==> src/hw/rtl/sumd_pkg.sv <==
`timescale 1ns / 1ps

package sumd_pkg;

  localparam int CHANNEL_COUNT = 16;
  localparam int IDX_W         = 6;
  localparam int QUEUE_DEPTH   = 2;
  localparam int QPTR_W        = $clog2(QUEUE_DEPTH);
  localparam int QCNT_W        = $clog2(QUEUE_DEPTH + 1);

  localparam logic [7:0]       HDR_ID     = 8'hA8;
  localparam logic [7:0]       HDR_TYPE   = 8'h01;
  localparam logic [7:0]       HDR_COUNT  = 8'(CHANNEL_COUNT);
  localparam logic [15:0]      CRC_POLY   = 16'h1021;
  localparam logic [15:0]      CH_CENTER  = 16'd12000;
  localparam logic [15:0]      CH_MIN     = 16'h1c20;
  localparam logic [15:0]      CH_MAX     = 16'h41a0;
  localparam logic [IDX_W-1:0] LAST_INDEX = IDX_W'(CHANNEL_COUNT - 1);

  typedef struct packed {
    logic [15:0] word;
    logic        first;
    logic        last;
  } entry_t;

  function automatic logic [15:0] crc_byte(input logic [15:0] crc, input logic [7:0] b);
    logic [15:0] c;
    c = crc ^ {b, 8'h00};
    for (int i = 0; i < 8; i++) begin
      if (c[15]) begin
        c = {c[14:0], 1'b0} ^ CRC_POLY;
      end else begin
        c = {c[14:0], 1'b0};
      end
    end
    return c;
  endfunction

endpackage

==> src/hw/rtl/sumd_frame_encoder_unit.sv <==
`timescale 1ns / 1ps
// servo frame encoder
// input channel: channel_value with in_valid / in_ready, one word per channel,
//   channels in order, CHANNEL_COUNT words make one frame
// output channel: frame_byte, end_of_frame, end_of_run with out_valid / out_ready
// each input word yields its channel high and low byte, preceded by the three
//   header bytes on the first channel and followed by the crc high and low byte
//   on the last channel, so 2 to 5 output words per input word
// end_of_run marks the last output word of an input word, end_of_frame the crc low byte
// an input word passes the queue, the emitter's entry register and the output register before its first output word
//   is valid; throughput: the byte emitter sends one byte per cycle while the receiver does not stall,
//   and a two-entry queue lets the input side run ahead of the emitter
// reset clears the channel index, crc, queue and output valid flag; the next word
//   starts a new frame
// when the receiver stalls the output word holds, the emitter waits and the
//   input side keeps taking words until the queue is full
module sumd_frame_encoder_unit import sumd_pkg::*; (
  input  logic               clk,
  input  logic               rst,
  input  logic               in_valid,
  output logic               in_ready,
  input  logic signed [11:0] channel_value,
  output logic               out_valid,
  input  logic               out_ready,
  output logic [7:0]         frame_byte,
  output logic               end_of_frame,
  output logic               end_of_run
);

  entry_t push_data;
  entry_t pop_data;
  logic   q_full;
  logic   q_push;
  logic   q_pop;
  logic   q_valid;

  sumd_front u_front (
    .clk           (clk),
    .rst           (rst),
    .in_valid      (in_valid),
    .in_ready      (in_ready),
    .channel_value (channel_value),
    .q_full        (q_full),
    .q_push        (q_push),
    .q_data        (push_data)
  );

  sumd_fifo u_fifo (
    .clk       (clk),
    .rst       (rst),
    .push      (q_push),
    .push_data (push_data),
    .full      (q_full),
    .pop       (q_pop),
    .pop_valid (q_valid),
    .pop_data  (pop_data)
  );

  sumd_back u_back (
    .clk          (clk),
    .rst          (rst),
    .q_valid      (q_valid),
    .q_data       (pop_data),
    .q_pop        (q_pop),
    .out_valid    (out_valid),
    .out_ready    (out_ready),
    .frame_byte   (frame_byte),
    .end_of_frame (end_of_frame),
    .end_of_run   (end_of_run)
  );

endmodule

==> src/hw/rtl/sumd_front.sv <==
`timescale 1ns / 1ps

module sumd_front import sumd_pkg::*; (
  input  logic               clk,
  input  logic               rst,
  input  logic               in_valid,
  output logic               in_ready,
  input  logic signed [11:0] channel_value,
  input  logic               q_full,
  output logic               q_push,
  output entry_t             q_data
);

  logic [IDX_W-1:0] index;
  logic [IDX_W-1:0] index_next;
  logic [15:0]      scaled;
  logic [15:0]      word;
  logic             last;

  always_comb begin
    scaled = {{2{channel_value[11]}}, channel_value, 2'b00} + CH_CENTER;
    if (scaled < CH_MIN) begin
      word = CH_MIN;
    end else if (scaled > CH_MAX) begin
      word = CH_MAX;
    end else begin
      word = scaled;
    end
    last       = (index >= LAST_INDEX);
    index_next = last ? '0 : index + 1'b1;
  end

  assign in_ready     = !q_full;
  assign q_push       = in_valid && in_ready;
  assign q_data.word  = word;
  assign q_data.first = (index == '0);
  assign q_data.last  = last;

  always_ff @(posedge clk) begin
    if (rst) begin
      index <= '0;
    end else if (q_push) begin
      index <= index_next;
    end
  end

  a_index_range: assert property (@(posedge clk) disable iff (rst)
    index <= LAST_INDEX)
    else $error("channel index past last channel");

endmodule

==> src/hw/rtl/sumd_fifo.sv <==
`timescale 1ns / 1ps

module sumd_fifo import sumd_pkg::*; (
  input  logic   clk,
  input  logic   rst,
  input  logic   push,
  input  entry_t push_data,
  output logic   full,
  input  logic   pop,
  output logic   pop_valid,
  output entry_t pop_data
);

  entry_t            mem [QUEUE_DEPTH];
  logic [QPTR_W-1:0] wr_ptr;
  logic [QPTR_W-1:0] rd_ptr;
  logic [QCNT_W-1:0] count;

  assign full      = (count == QCNT_W'(QUEUE_DEPTH));
  assign pop_valid = (count != '0);
  assign pop_data  = mem[rd_ptr];

  always_ff @(posedge clk) begin
    if (push) begin
      mem[wr_ptr] <= push_data;
    end
  end

  always_ff @(posedge clk) begin
    if (rst) begin
      wr_ptr <= '0;
      rd_ptr <= '0;
      count  <= '0;
    end else begin
      if (push) begin
        wr_ptr <= (wr_ptr == QPTR_W'(QUEUE_DEPTH - 1)) ? '0 : wr_ptr + 1'b1;
      end
      if (pop) begin
        rd_ptr <= (rd_ptr == QPTR_W'(QUEUE_DEPTH - 1)) ? '0 : rd_ptr + 1'b1;
      end
      if (push && !pop) begin
        count <= count + 1'b1;
      end else if (pop && !push) begin
        count <= count - 1'b1;
      end
    end
  end

  a_no_overflow: assert property (@(posedge clk) disable iff (rst)
    full |-> !push)
    else $error("queue push while full");

  a_no_underflow: assert property (@(posedge clk) disable iff (rst)
    pop |-> pop_valid)
    else $error("queue pop while empty");

endmodule

==> src/hw/rtl/sumd_back.sv <==
`timescale 1ns / 1ps

module sumd_back import sumd_pkg::*; (
  input  logic       clk,
  input  logic       rst,
  input  logic       q_valid,
  input  entry_t     q_data,
  output logic       q_pop,
  output logic       out_valid,
  input  logic       out_ready,
  output logic [7:0] frame_byte,
  output logic       end_of_frame,
  output logic       end_of_run
);

  typedef enum logic [2:0] {
    ST_ID, ST_TYPE, ST_COUNT, ST_HI, ST_LO, ST_CRC_HI, ST_CRC_LO
  } step_t;

  step_t       step;
  step_t       step_next;
  entry_t      entry;
  logic        busy;
  logic [15:0] crc;
  logic [15:0] crc_in;
  logic [7:0]  byte_val;
  logic        load;
  logic        emit;
  logic        done_now;
  logic        crc_step;

  always_comb begin
    crc_in    = (step == ST_ID) ? 16'h0000 : crc;
    byte_val  = 8'h00;
    step_next = step;
    crc_step  = 1'b1;
    case (step)
      ST_ID: begin
        byte_val  = HDR_ID;
        step_next = ST_TYPE;
      end
      ST_TYPE: begin
        byte_val  = HDR_TYPE;
        step_next = ST_COUNT;
      end
      ST_COUNT: begin
        byte_val  = HDR_COUNT;
        step_next = ST_HI;
      end
      ST_HI: begin
        byte_val  = entry.word[15:8];
        step_next = ST_LO;
      end
      ST_LO: begin
        byte_val  = entry.word[7:0];
        step_next = ST_CRC_HI;
      end
      ST_CRC_HI: begin
        byte_val  = crc[15:8];
        step_next = ST_CRC_LO;
        crc_step  = 1'b0;
      end
      ST_CRC_LO: begin
        byte_val  = crc[7:0];
        step_next = ST_ID;
        crc_step  = 1'b0;
      end
      default: begin
        byte_val  = 8'h00;
        step_next = ST_ID;
        crc_step  = 1'b0;
      end
    endcase
    load     = !out_valid || out_ready;
    emit     = busy && load;
    done_now = ((step == ST_LO) && !entry.last) || (step == ST_CRC_LO);
    q_pop    = q_valid && (!busy || (emit && done_now));
  end

  always_ff @(posedge clk) begin
    if (rst) begin
      busy      <= 1'b0;
      out_valid <= 1'b0;
      step      <= ST_ID;
      crc       <= '0;
    end else begin
      if (load) begin
        out_valid <= emit;
      end
      if (emit) begin
        frame_byte   <= byte_val;
        end_of_frame <= (step == ST_CRC_LO);
        end_of_run   <= done_now;
        if (crc_step) begin
          crc <= crc_byte(crc_in, byte_val);
        end
      end
      if (q_pop) begin
        entry <= q_data;
        step  <= q_data.first ? ST_ID : ST_HI;
        busy  <= 1'b1;
      end else if (emit) begin
        step <= step_next;
        if (done_now) begin
          busy <= 1'b0;
        end
      end
    end
  end

  a_eof_ends_run: assert property (@(posedge clk) disable iff (rst)
    out_valid && end_of_frame |-> end_of_run)
    else $error("frame end without end of word");

  a_header_only_first: assert property (@(posedge clk) disable iff (rst)
    busy && (step == ST_TYPE || step == ST_COUNT) |-> entry.first)
    else $error("header bytes on a word that does not open a frame");

  a_crc_only_last: assert property (@(posedge clk) disable iff (rst)
    busy && (step == ST_CRC_HI || step == ST_CRC_LO) |-> entry.last)
    else $error("crc bytes on a word that does not close a frame");

endmodule
==> config.mk <==
export PLATFORM = sky130hd
export DESIGN_NAME = sumd_frame_encoder_unit
export DESIGN_NICKNAME = d
export VERILOG_FILES = /design/src/hw/rtl/sumd_pkg.sv /design/src/hw/rtl/sumd_frame_encoder_unit.sv /design/src/hw/rtl/sumd_front.sv /design/src/hw/rtl/sumd_fifo.sv /design/src/hw/rtl/sumd_back.sv
export SDC_FILE = /design/constraint.sdc
export NUM_CORES = 1
export LEC_CHECK = 0
export ABC_AREA = 1
export BUFFER_PORTS_ARGS = -buffer_cell sky130_fd_sc_hd__buf_4
export CORE_AREA = 2 2 88 90
export CTS_CLUSTER_DIAMETER = 60
export DETAILED_ROUTE_END_ITERATION = 8
export DIE_AREA = 0 0 90 92
export PLACE_DENSITY = 0.86
export REMOVE_ABC_BUFFERS = 1
export SETUP_SLACK_MARGIN = 0.5
export SYNTH_ARGS = -nofsm -noshare
export SYNTH_HDL_FRONTEND = slang
export SYNTH_SLANG_ARGS = --single-unit
==> constraint.sdc <==
create_clock -name clk -period 4.3 [get_ports clk]
set_clock_uncertainty 0.1 [all_clocks]
set_input_delay 0.86 -clock clk [delete_from_list [all_inputs] [get_ports clk]]
set_output_delay 0.86 -clock clk [all_outputs]
set_load 0.02 [all_outputs]
==> results.yml <==
run_status:
  outcome: "completed"
synthesis:
  synth_top_cell_by_area: "sky130_fd_sc_hd__edfxtp_1"
  postSynth.asyncResetShare_pct: 0
  syn-cell-area_mm2: 0.00445
  netlist_top_cells_area: "sky130_fd_sc_hd__edfxtp_1 (36%), sky130_fd_sc_hd__dfxtp_1 (14%), sky130_fd_sc_hd__nand2_1 (11%)"
  yosysTopAreaCellShare_pct: 36.4
  yosysMostFrequentCell: "sky130_fd_sc_hd__nand2_1"
  synth_warnings: 0
  synth-edff-count: 54
  syn-mean-instance-area_um2: 8.50
  synth_cells: 524
  ys_dominant_reg_cell: "sky130_fd_sc_hd__edfxtp_1"
  unique_cell_type_count_in_the_yosys_netlist: 34
  yosys-top-cells-count: "sky130_fd_sc_hd__nand2_1 (130), sky130_fd_sc_hd__inv_1 (68), sky130_fd_sc_hd__edfxtp_1 (54)"
  synth.ff_latch_count: 86
  post_synthesis_sequential_area_ratio_pct: 50.8
timing:
  final-hold-violation-count: 0
  post-route-min-period_ns: 2.87
  relSlewSlack_pct: 15.0
  min_period_over_period_pct: 66.7
  maxSlewViolCount: 0
  setup_viol: 0
  pin_slew_with_the_least_headroom_to_its_limit_ns: 1.27
  final.setup.tns_ns: 0
  maxClockFrequency_mhz: 349
  post-route-worst-setup-slack_ns: 1.43
  rsz0062_at_grt: "no"
global_routing:
  first_pass_grt_wire_length_um: 15100
  grt_start_max_net_pins: 23
  gr-usage-all-layers_pct: 22.8
  initial_antenna_violation_count: 0
  grt_pass1_vias: 3393
  gr-total-overflow: 0
placed_design:
  place_area_mm2: 0.00471
  placer_congestion: 0.893
  pre_cts_ws_ns: 1.37
  post-dp-hpwl_um: 6460
  port_buffers: 27
route:
  detailed_route_via_count: 3558
  routed_via_density: 5.42
  final_antenna_net_count: 0
  drc: 0
  detail_routed_net_length_per_standard_cell_um: 13.7
  drt_iter0_markers: 335
  detail_route.first_pass.iterations: 6
  wirelength_um: 8990
setup_path:
  critical_path.max_stage_delay_ns: 0.83
  endpoint_kind: "flip-flop"
  worst_path_max_delay_cell: "sky130_fd_sc_hd__dfxtp_1"
  setup.worst_path.class: "reg -> reg"
  worst_path_required_time_ns: 4.18
  critical-path-top-delay-family: "simple AND/OR/NAND/NOR gates"
  critical_path.cell_chain: "inv_2 > a211oi_2 > nand2_1 > nand2_1 > nand2_2 > nor2_1"
  setup.worst_path.start_class: "flip-flop"
  critical_path.max_fanout: 20
  worstPathBufferInverterCount: 1
  worstPathArrival_ns: 2.75
  critical_path.most_common_cell: "sky130_fd_sc_hd__nand2_1"
pwr:
  overall_power_after_layout_w: 0.00307
  peakVddDrop_mv: 0.267
  leakage_nw: 2.18
  total_power_divided_by_cell_area_mw_per_mm2: 626
clock_network:
  cts_hold_buf: 0
  post_cts_resize_count: 0
  cts_htree_levels: 3
  clock_latency_ns: 0.36
  cts-root-to-sink-buffers: 2
  clk_root_buffer_cell: "sky130_fd_sc_hd__clkbuf_8"
  clock_sink_count: 86
  tritoncts: "built"
  cts-buffers-inserted: 9
  post-cts-setup-buffers: 0
  clk_pin_slew_ns: 0.09
floorplan:
  row_count: 32
  initial_core_utilization_pct: 59.8
  fp.coreArea_mm2: 0.00745
  die-area_mm2: 0.00828
  die-width_um: 90
  die_h_um: 92
  top_level_ports: 28
min_path:
  worstHoldPathType: "reg -> reg"
cells_and_area:
  design.final.nets: 570
  num_antenna_cells: 0
  layout-drive-gt1-share_pct: 16.9
  areaGrowthSynthToFinish_pct: 10.2
  finalInstanceArea_mm2: 0.00491
run:
  cap_violations: 0
-- layout make-up --
| class | count | area, um2 |
|---|---|---|
| flip-flops and latches | 86 | 2260 |
| fillers | 637 | 2540 |
| clock buffers | 11 | 163 |
| clock inverters | 5 | 37.5 |
| well taps | 102 | 128 |
| multi-input cells | 351 | 1830 |
| inverters | 74 | 278 |
| repair buffers | 28 | 210 |
-- stage by stage --
stage                     hold slack [ns]  cells  util [%]
final                               0.354    657      65.9
after global routing                0.372    657      65.9
after CTS                           0.357    657      65.9
after detailed placement            0.343    641      63.2
after global placement              0.331    641      63.2
after floorplan                     0.325    511         -
-- worst register-to-register path, cell delays in order (launching register included) --
cell and delay, ns:
sky130_fd_sc_hd__dfxtp_1 0.83, sky130_fd_sc_hd__inv_2 0.22, sky130_fd_sc_hd__a211oi_2 0.28, sky130_fd_sc_hd__nand2_1 0.07
sky130_fd_sc_hd__nand2_1 0.09, sky130_fd_sc_hd__nand2_2 0.11, sky130_fd_sc_hd__nor2_1 0.78
-- placed cells by master, fill, tap and decap left out, types with 3 or more instances in the layout --
cell type,synthesis,final
sky130_fd_sc_hd__inv_2,5,5
sky130_fd_sc_hd__nand4_1,18,18
sky130_fd_sc_hd__edfxtp_1,54,54
sky130_fd_sc_hd__o21ai_0,26,26
sky130_fd_sc_hd__nor2_2,3,3
sky130_fd_sc_hd__nand2_2,19,19
sky130_fd_sc_hd__o21ai_1,4,4
sky130_fd_sc_hd__ha_1,4,4
sky130_fd_sc_hd__dfxtp_1,32,32
sky130_fd_sc_hd__nand3_2,3,3
sky130_fd_sc_hd__a21oi_1,27,27
sky130_fd_sc_hd__xor2_1,6,6
sky130_fd_sc_hd__nand2_1,130,130
sky130_fd_sc_hd__buf_4,2,28
sky130_fd_sc_hd__mux2_2,14,14
sky130_fd_sc_hd__clkbuf_8,0,10
sky130_fd_sc_hd__inv_1,68,68
sky130_fd_sc_hd__nor2_1,43,43
sky130_fd_sc_hd__nand3_1,37,37
-- registers in the layout (all words and copies together), names as in the netlist, named ones only --
register             cells
u_back.end_of_run        1
u_back.step              3
u_back.crc              16
u_back.end_of_frame      1
u_back.entry            14
u_back.frame_byte        8
u_back.out_valid         1
u_fifo.count             2
u_fifo.rd_ptr            1
u_back.busy              1
u_front.index            6
u_fifo.mem              30
u_fifo.wr_ptr            1
-- per-layer routing --
layer  global-route usage (%)  up-vias  wire length, um
met2                     39.8      125             4550
met4                     11.8        0              273
li1                         -     1777                -
met3                     4.27       25              502
met5                        0        -                0
met1                     26.9     1631             3670
-- kinds of logic (layout without fill, tap and decap cells) --
family                   count (synthesis)  in the layout  share of synthesized area, %
flip-flops                              86             86                          50.8
buffers and inverters                   87            118                          8.12
AND/OR/NAND/NOR                        261            261                          27.1
XOR/XNOR                                 8              8                          1.57
multiplexers                            15             15                          3.76
AO/OA/AOI/OAI                           63             63                          7.50
adder cells (fa/ha/maj)                  4              4                          1.12
-- power breakdown --
group / total [W] / internal, W / switching (W) / leakage [nW]
Clock: 0.000564 / 0.000264 / 0.000300 / 0.105
Combinational: 0.00121 / 0.000418 / 0.000789 / 1.31
Sequential: 0.00130 / 0.00112 / 0.000179 / 0.766
-- final timing paths --
kind	start	end	slack [ns]	cells after the start
max reg2reg	u_back.step[2]	u_back.entry[14]	1.43	6
min reg2reg	u_front.index[4]	u_front.index[4]	0.35	2
min	u_front.index[4]	u_front.index[4]	0.35	2
max	u_back.step[2]	u_back.entry[14]	1.43	6
(Power assumes the default switching activity.)
